File: src/hw/rtl/bcci_pkg.sv
// Shared types and constants for the blink code count indicator.
`timescale 1ns / 1ps
`default_nettype none

package bcci_pkg;

  // Fixed field widths.
  localparam int unsigned COUNT_W    = 3;
  localparam int unsigned TIME_W     = 48;
  localparam int unsigned LEN_W      = 24;
  localparam int unsigned MASK_W     = 6;
  localparam int unsigned SHOWN_W    = 4;
  localparam int unsigned DONE_W     = 3;
  localparam int unsigned CFG_IDX_W  = 8;
  localparam int unsigned CFG_DATA_W = 32;

  // Default number of banks that can be enabled.
  localparam int unsigned MAX_BANKS_DEF = 6;

  // Marks that no count has been shown since reset; never equals a real count.
  localparam logic [SHOWN_W-1:0] NONE_SHOWN = '1;

  // Register reset values in microseconds.
  localparam logic [LEN_W-1:0] BLINK_TIME_RST = LEN_W'(100000);
  localparam logic [LEN_W-1:0] PAUSE_TIME_RST = LEN_W'(1000000);

  // Configuration register indexes.
  typedef enum logic [CFG_IDX_W-1:0] {
    REG_BLINK_TIME = CFG_IDX_W'(0),
    REG_PAUSE_TIME = CFG_IDX_W'(1)
  } cfg_reg_e;

  typedef struct packed {
    logic [LEN_W-1:0] blink_time;
    logic [LEN_W-1:0] pause_time;
  } cfg_t;

  typedef struct packed {
    logic [COUNT_W-1:0] count;
    logic [TIME_W-1:0]  time_now;
  } item_t;

endpackage

`default_nettype wire

File: src/hw/rtl/bcci_if.sv
// Handshake channel interfaces for the blink code count indicator.
`timescale 1ns / 1ps
`default_nettype none

interface bcci_in_if;
  logic                         valid;
  logic                         ready;
  logic [bcci_pkg::COUNT_W-1:0] count;
  logic [bcci_pkg::TIME_W-1:0]  time_now;

  modport source (output valid, output count, output time_now, input ready);
  modport sink (input valid, input count, input time_now, output ready);
endinterface

interface bcci_out_if;
  logic                        valid;
  logic                        ready;
  logic                        led_level;
  logic [bcci_pkg::MASK_W-1:0] bank_enables;

  modport source (output valid, output led_level, output bank_enables, input ready);
  modport sink (input valid, input led_level, input bank_enables, output ready);
endinterface

interface bcci_cfg_if;
  logic                            valid;
  logic                            ready;
  logic [bcci_pkg::CFG_IDX_W-1:0]  index;
  logic [bcci_pkg::CFG_DATA_W-1:0] data;

  modport source (output valid, output index, output data, input ready);
  modport sink (input valid, input index, input data, output ready);
endinterface

`default_nettype wire

File: src/hw/rtl/bcci_cfg_regs.sv
// Configuration registers for blink and pause lengths.
`timescale 1ns / 1ps
`default_nettype none

module bcci_cfg_regs (
  input  wire logic          clk_i,
  input  wire logic          rst_ni,
  bcci_cfg_if.sink           cfg_i,
  output bcci_pkg::cfg_t     cfg_o
);

  bcci_pkg::cfg_t cfg_q, cfg_d;

  assign cfg_i.ready = 1'b1;

  always_comb begin
    cfg_d = cfg_q;
    if (cfg_i.valid) begin
      case (cfg_i.index)
        bcci_pkg::REG_BLINK_TIME: cfg_d.blink_time = cfg_i.data[bcci_pkg::LEN_W-1:0];
        bcci_pkg::REG_PAUSE_TIME: cfg_d.pause_time = cfg_i.data[bcci_pkg::LEN_W-1:0];
        default: cfg_d = cfg_q;
      endcase
    end
  end

  always_ff @(posedge clk_i or negedge rst_ni) begin
    if (!rst_ni) begin
      cfg_q.blink_time <= bcci_pkg::BLINK_TIME_RST;
      cfg_q.pause_time <= bcci_pkg::PAUSE_TIME_RST;
    end else begin
      cfg_q <= cfg_d;
    end
  end

  assign cfg_o = cfg_q;

endmodule

`default_nettype wire

File: src/hw/rtl/bcci_in_stage.sv
// Input register stage that captures one poll transaction.
`timescale 1ns / 1ps
`default_nettype none

module bcci_in_stage (
  input  wire logic          clk_i,
  input  wire logic          rst_ni,
  bcci_in_if.sink            in_i,
  input  wire logic          take_i,
  output logic               valid_o,
  output bcci_pkg::item_t    item_o
);

  logic            valid_q, valid_d;
  logic            accept;
  bcci_pkg::item_t item_q;

  // The stage frees up in the same cycle that the core takes its item.
  assign in_i.ready = !valid_q || take_i;
  assign accept     = in_i.valid && in_i.ready;

  always_comb begin
    valid_d = valid_q;
    if (accept) begin
      valid_d = 1'b1;
    end else if (take_i) begin
      valid_d = 1'b0;
    end
  end

  always_ff @(posedge clk_i or negedge rst_ni) begin
    if (!rst_ni) begin
      valid_q <= 1'b0;
    end else begin
      valid_q <= valid_d;
    end
  end

  always_ff @(posedge clk_i) begin
    if (accept) begin
      item_q.count    <= in_i.count;
      item_q.time_now <= in_i.time_now;
    end
  end

  assign valid_o = valid_q;
  assign item_o  = item_q;

endmodule

`default_nettype wire

File: src/hw/rtl/bcci_core.sv
// Blink state update, bank mask and result register.
`timescale 1ns / 1ps
`default_nettype none

module bcci_core #(
  parameter int unsigned MAX_BANKS = bcci_pkg::MAX_BANKS_DEF
) (
  input  wire logic             clk_i,
  input  wire logic             rst_ni,
  input  wire bcci_pkg::cfg_t   cfg_i,
  input  wire logic             valid_i,
  input  wire bcci_pkg::item_t  item_i,
  output logic                  take_o,
  bcci_out_if.source            out_o
);

  localparam int unsigned SW = bcci_pkg::SHOWN_W;
  localparam int unsigned DW = bcci_pkg::DONE_W;
  localparam int unsigned TW = bcci_pkg::TIME_W;
  localparam int unsigned MW = bcci_pkg::MASK_W;

  // Blink state.
  logic [SW-1:0] shown_q, shown_d;
  logic [DW-1:0] done_q, done_d;
  logic          lamp_q, lamp_d;
  logic [TW-1:0] deadline_q, deadline_d;

  // Result register.
  logic          out_valid_q, out_valid_d;
  logic          out_led_q;
  logic [MW-1:0] out_mask_q;

  logic [SW-1:0] cnt;
  logic [MW-1:0] mask;
  logic [DW-1:0] done_inc;
  logic          due;
  logic          use_pause;
  logic [TW-1:0] next_deadline;

  assign take_o = valid_i && (!out_valid_q || out_o.ready);

  // Counts above the bank limit saturate.
  always_comb begin
    cnt = {1'b0, item_i.count};
    if ({1'b0, item_i.count} > SW'(MAX_BANKS)) begin
      cnt = SW'(MAX_BANKS);
    end
  end

  always_comb begin
    for (int i = 0; i < MW; i++) begin
      mask[i] = SW'(i) < cnt;
    end
  end

  assign due       = item_i.time_now >= deadline_q;
  assign done_inc  = done_q + DW'(1);
  // Only a falling edge that finishes the series starts the pause.
  assign use_pause = (cnt == shown_q) && lamp_q && ({1'b0, done_inc} >= cnt);
  assign next_deadline = item_i.time_now +
                         TW'(use_pause ? cfg_i.pause_time : cfg_i.blink_time);

  always_comb begin
    shown_d    = shown_q;
    done_d     = done_q;
    lamp_d     = lamp_q;
    deadline_d = deadline_q;
    if (take_o) begin
      if (cnt == '0) begin
        shown_d    = '0;
        done_d     = '0;
        lamp_d     = 1'b0;
        deadline_d = '0;
      end else if (cnt != shown_q) begin
        shown_d    = cnt;
        done_d     = '0;
        lamp_d     = 1'b1;
        deadline_d = next_deadline;
      end else if (due) begin
        lamp_d     = !lamp_q;
        deadline_d = next_deadline;
        if (lamp_q) begin
          done_d = use_pause ? '0 : done_inc;
        end
      end
    end
  end

  always_comb begin
    out_valid_d = out_valid_q;
    if (take_o) begin
      out_valid_d = 1'b1;
    end else if (out_o.ready) begin
      out_valid_d = 1'b0;
    end
  end

  always_ff @(posedge clk_i or negedge rst_ni) begin
    if (!rst_ni) begin
      shown_q     <= bcci_pkg::NONE_SHOWN;
      done_q      <= '0;
      lamp_q      <= 1'b0;
      deadline_q  <= '0;
      out_valid_q <= 1'b0;
    end else begin
      shown_q     <= shown_d;
      done_q      <= done_d;
      lamp_q      <= lamp_d;
      deadline_q  <= deadline_d;
      out_valid_q <= out_valid_d;
    end
  end

  always_ff @(posedge clk_i) begin
    if (take_o) begin
      out_led_q  <= lamp_d;
      out_mask_q <= mask;
    end
  end

  assign out_o.valid        = out_valid_q;
  assign out_o.led_level    = out_led_q;
  assign out_o.bank_enables = out_mask_q;

  // The waiting result always shows the current lamp level.
  a_led_tracks_lamp: assert property (@(posedge clk_i) disable iff (!rst_ni)
    out_valid_q |-> out_led_q == lamp_q)
    else $error("result LED level differs from lamp state");

  // A zero count keeps the lamp dark and the series empty.
  a_zero_dark: assert property (@(posedge clk_i) disable iff (!rst_ni)
    shown_q == '0 |-> !lamp_q && done_q == '0)
    else $error("lamp active while count is zero");

  // The blink counter stays below the count being shown.
  a_done_below: assert property (@(posedge clk_i) disable iff (!rst_ni)
    (shown_q != '0 && shown_q != bcci_pkg::NONE_SHOWN) |-> {1'b0, done_q} < shown_q)
    else $error("blink counter reached the shown count");

  // A new count always starts the series with the lamp on.
  a_change_lights: assert property (@(posedge clk_i) disable iff (!rst_ni)
    (take_o && cnt != '0 && cnt != shown_q) |=> lamp_q && done_q == '0)
    else $error("count change did not restart the series");

endmodule

`default_nettype wire

File: src/hw/rtl/blink_code_count_indicator_top.sv
// Top level of the blink code count indicator.
`timescale 1ns / 1ps
`default_nettype none

// Path: an accepted poll is captured in the input register and then moves into the result register.
// Throughput: one poll transaction per cycle; the input register and the result
// register pass items on in the same cycle, and a stalled output holds both.
// Reset (asynchronous, active low) empties both stages, sets the shown count to
// "none shown", clears the blink counter, lamp and deadline, and loads the
// default blink (100 ms) and pause (1 s) lengths.
module blink_code_count_indicator_top #(
  parameter int unsigned MAX_BANKS = bcci_pkg::MAX_BANKS_DEF
) (
  input  wire logic clk_i,
  input  wire logic rst_ni,
  bcci_in_if.sink   in_i,
  bcci_out_if.source out_o,
  bcci_cfg_if.sink  cfg_i
);

  // Configuration values; the user must change them only while no poll is in flight; not enforced.
  bcci_pkg::cfg_t  cfg;

  // Input register to core handoff.
  logic            s1_valid;
  bcci_pkg::item_t s1_item;
  logic            s1_take;

  // Holds the blink and pause lengths written over the configuration channel.
  bcci_cfg_regs u_cfg_regs (
    .clk_i  (clk_i),
    .rst_ni (rst_ni),
    .cfg_i  (cfg_i),
    .cfg_o  (cfg)
  );

  // Captures each accepted poll so that the core works from a registered item.
  bcci_in_stage u_in_stage (
    .clk_i   (clk_i),
    .rst_ni  (rst_ni),
    .in_i    (in_i),
    .take_i  (s1_take),
    .valid_o (s1_valid),
    .item_o  (s1_item)
  );

  // Compares the time against the deadline, steps the blink series, builds the
  // bank mask and registers the result. The state advances only when the item
  // moves into the result register, so a stall never repeats an update.
  bcci_core #(
    .MAX_BANKS (MAX_BANKS)
  ) u_core (
    .clk_i   (clk_i),
    .rst_ni  (rst_ni),
    .cfg_i   (cfg),
    .valid_i (s1_valid),
    .item_i  (s1_item),
    .take_o  (s1_take),
    .out_o   (out_o)
  );

endmodule

`default_nettype wire

File: src/flat_wrapper.sv
// flat-port wrapper written by rule: the top's interface ports become plain ports
module blink_code_count_indicator_top_flat 
#(
  parameter int unsigned MAX_BANKS = bcci_pkg::MAX_BANKS_DEF
)
  (clk_i, rst_ni, in_i_valid, in_i_count, in_i_time_now, in_i_ready, out_o_valid, out_o_led_level, out_o_bank_enables, out_o_ready, cfg_i_valid, cfg_i_index, cfg_i_data, cfg_i_ready);
  bcci_in_if in_i_i ();
  bcci_out_if out_o_i ();
  bcci_cfg_if cfg_i_i ();
  input  wire logic clk_i;
  input  wire logic rst_ni;
  input wire logic [$bits(in_i_i.valid)-1:0] in_i_valid;
  input wire logic [$bits(in_i_i.count)-1:0] in_i_count;
  input wire logic [$bits(in_i_i.time_now)-1:0] in_i_time_now;
  output wire logic [$bits(in_i_i.ready)-1:0] in_i_ready;
  output wire logic [$bits(out_o_i.valid)-1:0] out_o_valid;
  output wire logic [$bits(out_o_i.led_level)-1:0] out_o_led_level;
  output wire logic [$bits(out_o_i.bank_enables)-1:0] out_o_bank_enables;
  input wire logic [$bits(out_o_i.ready)-1:0] out_o_ready;
  input wire logic [$bits(cfg_i_i.valid)-1:0] cfg_i_valid;
  input wire logic [$bits(cfg_i_i.index)-1:0] cfg_i_index;
  input wire logic [$bits(cfg_i_i.data)-1:0] cfg_i_data;
  output wire logic [$bits(cfg_i_i.ready)-1:0] cfg_i_ready;
  assign in_i_i.valid = in_i_valid;
  assign in_i_i.count = in_i_count;
  assign in_i_i.time_now = in_i_time_now;
  assign in_i_ready = in_i_i.ready;
  assign out_o_valid = out_o_i.valid;
  assign out_o_led_level = out_o_i.led_level;
  assign out_o_bank_enables = out_o_i.bank_enables;
  assign out_o_i.ready = out_o_ready;
  assign cfg_i_i.valid = cfg_i_valid;
  assign cfg_i_i.index = cfg_i_index;
  assign cfg_i_i.data = cfg_i_data;
  assign cfg_i_ready = cfg_i_i.ready;
  blink_code_count_indicator_top #(.MAX_BANKS(MAX_BANKS)) u_core (.clk_i(clk_i), .rst_ni(rst_ni), .in_i(in_i_i), .out_o(out_o_i), .cfg_i(cfg_i_i));
endmodule
File: config.mk
export PLATFORM = sky130hd
export DESIGN_NAME = blink_code_count_indicator_top_flat
export DESIGN_NICKNAME = d
export VERILOG_FILES = /design/src/hw/rtl/bcci_pkg.sv /design/src/hw/rtl/bcci_if.sv /design/src/hw/rtl/bcci_cfg_regs.sv /design/src/hw/rtl/bcci_in_stage.sv /design/src/hw/rtl/bcci_core.sv /design/src/hw/rtl/blink_code_count_indicator_top.sv /design/src/flat_wrapper.sv
export SDC_FILE = /design/constraint.sdc
export NUM_CORES = 1
export LEC_CHECK = 0
export ABC_AREA = 1
export BUFFER_PORTS_ARGS = -buffer_cell sky130_fd_sc_hd__buf_2
export CAP_MARGIN = 10
export CORE_AREA = 4 4 166 168
export CTS_CLUSTER_DIAMETER = 120
export DETAILED_ROUTE_END_ITERATION = 16
export DIE_AREA = 0 0 170 172
export GPL_TIMING_DRIVEN = 0
export HOLD_SLACK_MARGIN = 0.03
export PLACE_DENSITY = 0.63
export SLEW_MARGIN = 20
export SYNTH_ARGS = -nofsm -noshare
export SYNTH_HDL_FRONTEND = slang
export SYNTH_SLANG_ARGS = --single-unit
File: constraint.sdc
create_clock -name clk_i -period 4.6 [get_ports clk_i]
set_input_delay 1.38 -clock clk_i [delete_from_list [all_inputs] [get_ports clk_i]]
set_output_delay 1.38 -clock clk_i [all_outputs]
set_load 0.005 [all_outputs]
== Yosys cells after proc, flatten, opt, wreduce, memory -nomap -nowiden ==
Index checks and enable logic that the tools add are counted.
Operators by class
  $add $sub $neg: 2
  $mul: 0
  div/mod/pow operators: 0
  $lt $le $gt $ge: 9
  eq/ne operators: 3
  shifts and indexed selects: 0
  mux-type cells: 20
  bitwise gates (word level): 0
  reductions and logical operators: 21
Operator list (number)
  $mux W48: 3
  $add A48 B24 Y48: 1
  $ge A48 B48 Y1: 1
  $mux W24: 1
  $mux W3: 6
  $eq A8 B1 Y1 const B: 1
  $logic_not A8 Y1: 1
  $lt A1 B4 Y1 const A: 2
  $lt A2 B4 Y1 const A: 2
  $lt A3 B4 Y1 const A: 2
  $mux W1: 8
  $mux W4: 2
  $reduce_and A2 Y1: 4
  $reduce_bool A2 Y1: 3
  $reduce_bool A3 Y1: 2
  $eq A4 B4 Y1: 1
  $ge A3 B4 Y1: 1
  $logic_and A1 B1 Y1: 4
  $logic_not A4 Y1: 1
  $ne A4 B4 Y1: 1
  $add A3 B1 Y3 const B: 1
  $gt A3 B3 Y1 const B: 1
  $logic_not A1 Y1: 3
  $reduce_and A3 Y1: 1
  $logic_or A1 B1 Y1: 2
Storage, ports and cells
  register bits after elaboration: 164
  latch bits: 0
  bits in writable memories: 0
  memory bits (read-only): 0
  output and inout bits: 10
  logic and storage cells: 67
  memories: 0

== Longest topological paths before layout ==
Gate-level depths: netlist of the first run.
  depth in word-level cells: 10
  mapped depth: 29
  mapped depth without buffers: 28

== Modules after synthesis ==
A second synthesis of the first run with hierarchy kept.
Second synthesis, totals
  cells, all modules: 1418
  area, all modules: 10745.3 um^2
By module, submodules not included
  bcci_core: times used 1, cells an instance 1131, area each 7174.4 um^2, sequential area each 1641.6 um^2
  bcci_cfg_regs: times used 1, cells an instance 230, area each 1994.4 um^2, sequential area each 1217.4 um^2
  bcci_in_stage: times used 1, cells an instance 57, area each 1576.5 um^2, sequential area each 1556.5 um^2

== Least setup slack after synthesis of the first run ==
OpenSTA, ideal clock, no wires.
  kind: register to register
  start point: register u_core.u_core.done_q[0]
  end point: register u_core.u_core.deadline_q[40]
  setup time: 0.117 ns
  data arrival time: 3.374 ns
  slack: 1.109 ns
  cell stages (with the launch flop): 27
  clock period less this slack: 3.491 ns
  cells stage by stage: dfrtp_1 -> ha_1 -> xnor2_1 -> inv_1 -> ha_1 -> inv_1 -> nor2_1 -> o21ai_2 -> buf_6 -> mux2_4 -> ha_1 -> inv_1 -> fa_1 -> inv_1 -> nand3_1 -> nand2_1 -> nand2_1 -> nand2_1 -> nand2_1 -> nand2_1 -> nand2_1 -> nand2_1 -> nand3_1 -> nand2_1 -> nor2_1 -> nand2_1 -> nand2_1
On the way
  longest elaborated chain between the ends: 8
Ends and longest elaborated chain
  start: declaration: RTL line bcci_core.sv:24  | logic [DW-1:0] done_q, done_d;
  start signal: assignment: RTL line bcci_core.sv:107  | done_q <= done_d;
  $add A3 B1 Y3 *: RTL line bcci_core.sv:57  | assign done_inc = done_q + DW'(1);
  $ge A3 B4 Y1 *: RTL line bcci_core.sv:59  | assign use_pause = (cnt == shown_q) && lamp_q && ({1'b0, done_inc} >= cnt);
  $logic_and A1 B1 Y1 *: RTL line bcci_core.sv:59
  $mux W24 *: RTL line bcci_core.sv:61  | TW'(use_pause ? cfg_i.pause_time : cfg_i.blink_time);
  $add A48 B24 Y48 *: RTL line bcci_core.sv:60  | assign next_deadline = item_i.time_now +
  $mux W48: RTL line bcci_core.sv:79  | end else if (due) begin
  $mux W48 *: RTL line bcci_core.sv:74  | end else if (cnt != shown_q) begin
  $mux W48 *: RTL line bcci_core.sv:69  | if (cnt == '0) begin
  end signal: assignment: RTL line bcci_core.sv:109  | deadline_q <= deadline_d;
  end: declaration: RTL line bcci_core.sv:26  | logic [TW-1:0] deadline_q, deadline_d;
Mark *: on every way between the ends. The rest lies on a longest branch, timed or not. The select of a mux whose other input is x is not followed.
A chain may end at the register's enable or synchronous reset.

== Final worst setup path of the first run ==
  start point: register u_core.u_core.done_q[0]
  end point: register u_core.u_core.deadline_q[25]
The elaborated chain is that of the path after synthesis.

==> impl_metrics.py, run 1 <==
metrics = {
    "power": {
        "peakVddDrop_mv": 0.244,
        "clockPowerShare": 0.283,
        "cellLeakagePower_uw": 0.00642,
        "intPower_uw": 3200,
        "p_switching_uw": 1760,
        "swShare": 0.355,
        "p_per_area_mw_per_mm2": 410,
        "power_frac_seq": 0.402,
        "comb_power_share": 0.315,
    },
    "worst_setup_path": {
        "worstPathCellList": "ha_1, xnor2_1, inv_1, ha_1, inv_1, nor2_1, o21ai_4, buf_6, mux2_4, ha_1, nand2_1, nor2_1, nand2_1, nor3b_1, nand2_1, nand2_1, nand2_1, nand2_1, nor2_1, nand2_1, o21ai_0",
        "crit_path_top_delay_cell": "dfrtp_1",
        "crit_buf_inv": 3,
        "regToRegEndpoint": "u_core.u_core.deadline_q[25]",
        "regToRegStartpoint": "u_core.u_core.done_q[0]",
        "critical_path_class": "flop to flop",
        "cp-start-kind": "flop",
        "slowest_delay_ps": 420,
        "path_max_fanout": 10,
        "crit_start": "u_core.u_core.done_q[0]",
        "crit_required_ps": 4920,
        "cp_common_cell": "nand2_1",
        "cp-end-kind": "flop",
        "r2r_setup_slack_ps": 410,
        "r2r_cells": 21,
        "critPathArrivalTime_ps": 4510,
        "path_depth": 21,
        "crit_family": "simple AND/OR/NAND/NOR gates",
        "crit_path_end": "u_core.u_core.deadline_q[25]",
    },
    "clock_network": {
        "cts_tree": "built",
        "ctsHoldBuffers": 0,
        "root_buffer": "clkbuf_16",
        "path_clk_slew_ps": 70,
        "cts_buffer_depth": 2,
        "clkSinkCount": 164,
        "clkLatencyLatePin_ps": 440,
        "cts_buffers": 17,
        "h-tree-depth": 4,
    },
    "sta": {
        "hold_viol": 0,
        "rsz0062_at_grt": "false",
        "fmax_mhz": 239,
        "maxSlewViolCount": 0,
        "worst_pin_slew_ps": 669,
        "finalSetupTns_ps": 0,
        "worst_slack_ps": 408,
        "fin_crit_ps": 4190,
        "setup_viol": 0,
        "max_slew_margin": 0.554,
        "final.period_utilization": 0.911,
        "skew_ps": 16.1,
    },
    "detailed_routing": {
        "wire_per_inst_um": 14.8,
        "drt-total-wl_um": 27200,
        "vias": 8920,
        "drt-initial-drc-count": 471,
        "remaining_drc_errors": 0,
        "drtPass1Iterations": 5,
        "final_antenna_net_count": 0,
        "vias_per_cell": 4.86,
    },
    "synthesis": {
        "syn-cell-area_mm2": 0.0106,
        "syn_inst": 1371,
        "yosysWarnings": 0,
        "synth_compound_area_frac": 0.0573,
        "synth_top_family_by_area": "simple AND/OR/NAND/NOR gates",
        "yosys.area_share.simple": 0.283,
        "synthAdderAreaFrac": 0.0942,
        "ys_ff_latch": 164,
        "yosysSeqAreaShare": 0.418,
        "syn_nets": 1546,
        "synthXorXnorAreaFrac": 0.0215,
        "yosysUniqueCellTypes": 42,
        "muxShareOfSynthArea": 0.0309,
        "ys_async_sr_fraction": 0.646,
        "syn_avg_cell_area_um2": 7.71,
        "synth_edf_count": 58,
        "synth_ff_type": "dfrtp_1",
    },
    "global_route": {
        "antenna_found_initial": 0,
        "grt.overflow.total": 0,
        "grt_usage": 0.190,
        "grt_first_pass_wirelength_um": 43900,
        "grt_start_max_net_pins": 63,
        "grt_pass1_vias": 8652,
    },
    "die": {
        "die_y_um": 172,
        "io_pins": 106,
        "fp.dieArea_mm2": 0.0292,
        "rows": 59,
        "start_util": 0.408,
        "die_w_um": 170,
        "coreArea_mm2": 0.0259,
    },
    "hold_path": {
        "hp-class": "flop to flop",
    },
    "placed_design": {
        "pre_cts_ws_ps": 302,
        "port_buffers": 96,
        "gp_congestion": 0.980,
        "dpl.hpwl_um": 21500,
        "dpl_cell_area_mm2": 0.0115,
    },
    "layout": {
        "fin_nets": 1663,
        "drive_gt1_frac": 0.133,
        "final_cell_area_mm2": 0.0121,
        "num-fill-cells": 2580,
        "fin_util": 0.467,
        "area_delta_synth_final_pct": 14.5,
        "antennaDiodeCount": 0,
    },
    "status": {
        "outcome": "finished clean",
    },
    "run": {
        "maxCapViolCount": 0,
    },
}
==> cells by family (layout without fill, tap and decap cells) <==
| group | after synthesis | in the layout |
|---|---|---|
| DFF | 164 | 164 |
| adders and majority gates | 79 | 79 |
| other | 1 | 1 |
| buffers and inverters | 251 | 381 |
| xor gates and xnor gates | 26 | 26 |
| muxes | 23 | 23 |
| and+or+nand+nor | 711 | 711 |
| AOI/OAI and AO/OA | 116 | 116 |
==> synth_stat cells (4+ instances only) <==
library cell | instances | area [um^2]
nor4_1 | 5 | 31.3
nand3b_1 | 15 | 113
o21ai_0 | 62 | 310
mux2_4 | 18 | 270
clkbuf_1 | 18 | 67.6
dfstp_2 | 17 | 447
xor2_1 | 19 | 166
inv_2 | 4 | 15.0
ha_1 | 78 | 976
buf_2 | 6 | 30.0
inv_1 | 214 | 803
a21o_1 | 4 | 30.0
o21ai_1 | 5 | 25.0
nand4_1 | 6 | 37.5
nand3_1 | 115 | 576
nand2_1 | 451 | 1690
nor3_1 | 19 | 95.1
buf_6 | 6 | 67.6
nor2_1 | 86 | 323
a21oi_1 | 39 | 195
edfxtp_1 | 58 | 1740
xnor2_1 | 7 | 61.3
dfrtp_1 | 89 | 2230
mux2_2 | 5 | 56.3
==> how the worst min path moves through the flow <==
| stage | startpoint | endpoint | slack [ps] | depth (start not counted) |
|---|---|---|---|---|
| 6_report | u_core.u_core.done_q[1] | u_core.u_core.done_q[1] | 480 | 2 |
| 5_1_grt | u_core.u_cfg_regs.cfg_o[33] | u_core.u_cfg_regs.cfg_o[33] | 510 | 2 |
| 4_1_cts | u_core.u_cfg_regs.cfg_o[5] | u_core.u_cfg_regs.cfg_o[5] | 490 | 2 |
| 2_1_floorplan | u_core.u_core.done_q[1] | u_core.u_core.done_q[1] | 450 | 2 |
| 3_5_place_dp | u_core.u_cfg_regs.cfg_o[5] | u_core.u_cfg_regs.cfg_o[5] | 470 | 2 |
| 3_3_place_gp | u_core.u_cfg_regs.cfg_o[5] | u_core.u_cfg_regs.cfg_o[5] | 460 | 2 |
==> metrics by stage <==
stage	hold slack (ps)	power (uW)	cells
after floorplan	446	3130	1371
after global placement	461	3540	1802
after detailed placement	469	3590	1804
after CTS	487	5020	1836
after global routing	505	5350	1836
final	481	4960	1836
==> layout by cell type, fill, tap and decap left out, drive strengths merged, types with 5 or more instances in the layout <==
cell type	n
nand3b	15
a21oi	39
edfxtp	58
nor4	5
o21ai	68
dfrtp	89
buf	113
clkbuf	39
nand3	116
nor2	89
mux2	23
dfstp	17
inv	225
xnor2	7
nand4	6
nor3	19
xor2	19
nand2	455
ha	78
==> layout make-up <==
cell class,count,area (um^2),area share
Tap cell,335,419,0.0346
Timing Repair Buffer,98,534,0.0441
Clock inverter,11,83.8,0.00693
Sequential cell,164,4420,0.365
Clock buffer,21,492,0.0406
Multi-Input combinational cell,956,5160,0.426
Buffer,33,184,0.0152
Inverter,218,818,0.0676
==> what timing repair did <==
action	CTS	global route
setup endpoints to repair	0	6
buffers inserted	0	0
resized for setup	0	1
==> power groups by stage <==
stage	clock network [uW]	logic [uW]	registers (uW)
floorplan	0	1160	1970
global placement	0	1520	2020
detailed placement	0	1570	2020
CTS	1440	1580	1990
global route	1500	1820	2030
finish	1400	1560	1990
==> metal layers <==
layer,vias up,global-route usage,routed length (um)
met4,0,0.0563,595
met5,-,0,0
met3,34,0.0343,1170
li1,4596,-,-
met2,200,0.316,12700
met1,4090,0.256,12700
==> flip-flops by register name, indices dropped and copies added, names as in the netlist <==
name / flops
u_core.u_core.done_q: 3
u_core.u_core.out_o.led_level: 1
u_core.u_core.out_o.bank_enables: 6
u_core.u_core.lamp_q: 1
u_core.u_in_stage.valid_o: 1
u_core.u_core.out_o.valid: 1
u_core.u_in_stage.item_o: 51
u_core.u_cfg_regs.cfg_o: 48
u_core.u_core.shown_q: 4
u_core.u_core.deadline_q: 48
==> worst register-to-register path, stage by stage, from the launching register on <==
cell	delay, ps
dfrtp_1	420
ha_1	220
xnor2_1	200
inv_1	70
ha_1	270
inv_1	50
nor2_1	50
o21ai_4	330
buf_6	240
mux2_4	310
ha_1	360
nand2_1	120
nor2_1	290
nand2_1	120
nor3b_1	380
nand2_1	140
nand2_1	160
nand2_1	70
nand2_1	80
nor2_1	40
nand2_1	70
o21ai_0	60
Note: power is estimated with default switching activity, not from simulation.
==> run 2, diff against run 1 <==
- ABC_AREA: 1 -> not set
- CORE_AREA: 4 4 166 168 -> 4 4 155 157
- CTS_CLUSTER_SIZE: not set -> 30
- DIE_AREA: 0 0 170 172 -> 0 0 159 161
- PLACE_DENSITY: 0.63 -> 0.64
==> impl_metrics.py, run 2 <==
metrics = {
    "sta": {
        "fin_crit_ps": 4410,
        "finalSetupTns_ps": 0,
        "maxSlewViolCount": 0,
        "worst_pin_slew_ps": 616,
        "final.period_utilization": 0.960,
        "hold_slack_ps": 477,
        "skew_ps": 8.78,
        "setup_viol": 0,
        "fmax_mhz": 227,
        "hold_viol": 0,
        "max_slew_margin": 0.589,
        "worst_slack_ps": 185,
    },
    "power": {
        "cellLeakagePower_uw": 0.00483,
        "peakVddDrop_mv": 0.165,
        "fin_total_pwr_uw": 4010,
        "p_per_area_mw_per_mm2": 373,
    },
    "hold_path": {
        "holdPathStages": 2,
        "min_to": "u_core.u_core.deadline_q[21]",
        "hp-start": "u_core.u_core.deadline_q[21]",
        "hp-class": "flop to flop",
    },
    "global_route": {
        "grt_usage": 0.164,
        "antenna_found_initial": 0,
        "grt.overflow.total": 0,
        "grt_start_max_net_pins": 56,
        "grt_first_pass_wirelength_um": 33700,
        "grt_pass1_vias": 6517,
    },
    "worst_setup_path": {
        "critical_path_class": "flop to flop",
        "regToRegEndpoint": "u_core.u_core.deadline_q[45]",
        "worstPathCellList": "a21boi_4, ha_1, nand2b_1, a21o_1, a21oi_2, nor2_4, buf_4, mux2_2, ha_1, clkbuf_1, and2_1, a221oi_1, a2bb2oi_1, o211ai_1, and2_2, and3_1, xnor2_1, o21ai_1",
        "regToRegStartpoint": "u_core.u_in_stage.item_o[50]",
        "critPathArrivalTime_ps": 4730,
        "cp-end-kind": "flop",
        "r2r_setup_slack_ps": 190,
        "cp_common_cell": "ha_1",
        "r2r_cells": 18,
        "crit_required_ps": 4920,
        "crit_path_top_delay_cell": "edfxtp_1",
        "path_max_fanout": 10,
        "cp-start-kind": "flop",
        "slowest_delay_ps": 490,
    },
    "synthesis": {
        "syn-cell-area_mm2": 0.00912,
        "ys_async_sr_fraction": 0.646,
        "yosysTopAreaCellShare": 0.244,
        "synth_edf_count": 58,
        "synth_most_common_cell": "nand2_1",
        "syn_nets": 1007,
        "syn_avg_cell_area_um2": 11.0,
        "synthTopCellsByArea": "dfrtp_1 (24%), edfxtp_1 (19%), ha_1 (11%), mux2_2 (9.0%), dfstp_2 (4.9%)",
        "yosysTopAreaCell": "dfrtp_1",
        "synth_ff_type": "dfrtp_1",
        "yosysSeqAreaShare": 0.484,
        "synth_common_cells": "nand2_1 (96), dfrtp_1 (89), ha_1 (78), mux2_2 (73), inv_1 (68)",
        "yosysUniqueCellTypes": 66,
        "syn_inst": 832,
        "ys_ff_latch": 164,
        "yosysWarnings": 0,
    },
    "clock_network": {
        "cts_buffer_depth": 2,
        "ctsHoldBuffers": 0,
        "clkLatencyLatePin_ps": 430,
        "clkSinkCount": 164,
        "root_buffer": "clkbuf_16",
        "cts_tree": "built",
        "path_clk_slew_ps": 70,
        "cts_buffers": 17,
        "h-tree-depth": 4,
    },
    "detailed_routing": {
        "drtPass1Iterations": 7,
        "remaining_drc_errors": 0,
        "drt-initial-drc-count": 285,
        "vias": 6480,
        "wire_per_inst_um": 16.4,
        "vias_per_cell": 5.17,
        "final_antenna_net_count": 0,
        "drt-total-wl_um": 20500,
    },
    "layout": {
        "final_cell_mix": "buf_2 (98), nand2_1 (96), dfrtp_1 (89), ha_1 (78), mux2_2 (73)",
        "fin_util": 0.478,
        "antennaDiodeCount": 0,
        "final_common_cell": "buf_2",
        "fin_nets": 1130,
        "largest_reg_flops": 51,
        "area_delta_synth_final_pct": 17.8,
        "drive_gt1_frac": 0.269,
    },
    "die": {
        "start_util": 0.405,
        "io_pins": 106,
        "die_w_um": 159,
        "fp.dieArea_mm2": 0.0256,
        "coreArea_mm2": 0.0225,
        "rows": 55,
        "die_y_um": 161,
    },
    "placed_design": {
        "port_buffers": 96,
        "gp_congestion": 0.851,
        "pre_cts_ws_ps": -989,
        "dpl.hpwl_um": 15300,
    },
    "run": {
        "maxCapViolCount": 0,
    },
    "status": {
        "outcome": "finished clean",
    },
}
[run 2: per-stage QoR]
step | area [um^2] | std cells
after floorplan | 9120 | 832
after global placement | 9960 | 1213
after detailed placement | 10000 | 1215
after CTS | 10700 | 1249
after global routing | 10700 | 1253
final | 10700 | 1253
[run 2: timing repair]
item                       in CTS  in global routing
resized for setup              13                  8
buffers inserted                3                  4
pin swaps                       3                  2
setup endpoints to repair      36                 26
[run 2: routing by layer]
layer	global-route usage	wire length, um	part of all wire
met1	0.230	9720	0.47
met2	0.255	9690	0.47
met3	0.0319	737	0.036
met4	0.0611	395	0.019
met5	0	0	0
[run 2: worst max-delay path: cells and delay by family (launching register included)]
family          cells  cell delay (ps)
simple gates        5             1000
mux                 1              300
flops               1              490
compound gates      7             1470
buf+inv             2              390
fa+ha+maj           2              530
xor+xnor            1              140
[run 2: worst max path at each step]
stage	startpoint	to	slack, ps	cells after the start
floorplan	u_core.u_in_stage.item_o[49]	u_core.u_core.deadline_q[44]	360	19
global placement	u_core.u_in_stage.item_o[49]	u_core.u_core.deadline_q[45]	-960	18
detailed placement	u_core.u_in_stage.item_o[49]	u_core.u_core.deadline_q[45]	-990	18
CTS	u_core.u_in_stage.item_o[48]	u_core.u_core.deadline_q[45]	8	17
global route	u_core.u_in_stage.item_o[50]	u_core.u_core.deadline_q[45]	-30	17
finish	u_core.u_in_stage.item_o[50]	u_core.u_core.deadline_q[45]	190	18
[run 2: final cells by class]
type	count	area, um^2
clock inverters	15	169
repair buffers	105	594
inverters	68	255
flip-flops and latches	164	4420
plain buffers	23	154
clock buffers	17	425
fillers	2064	11800
multi-input cells	576	4380
well taps	285	357
[run 2: power breakdown]
part,leakage [uW],internal [uW],switching (uW)
registers,0.00188,1690,96.8
clock network,0.000290,815,637
logic,0.00266,340,437
total,0.00483,2840,1170
[run 2: kinds of logic after synthesis]
kind of cell	Yosys count	share of synthesized area
muxes	73	0.0901
buffers and inverters	92	0.0447
other	1	0.000411
DFF	164	0.484
adders and majority gates	79	0.109
xor gates and xnor gates	48	0.0461
AOI/OAI and AO/OA	182	0.126
and+or+nand+nor	193	0.0992
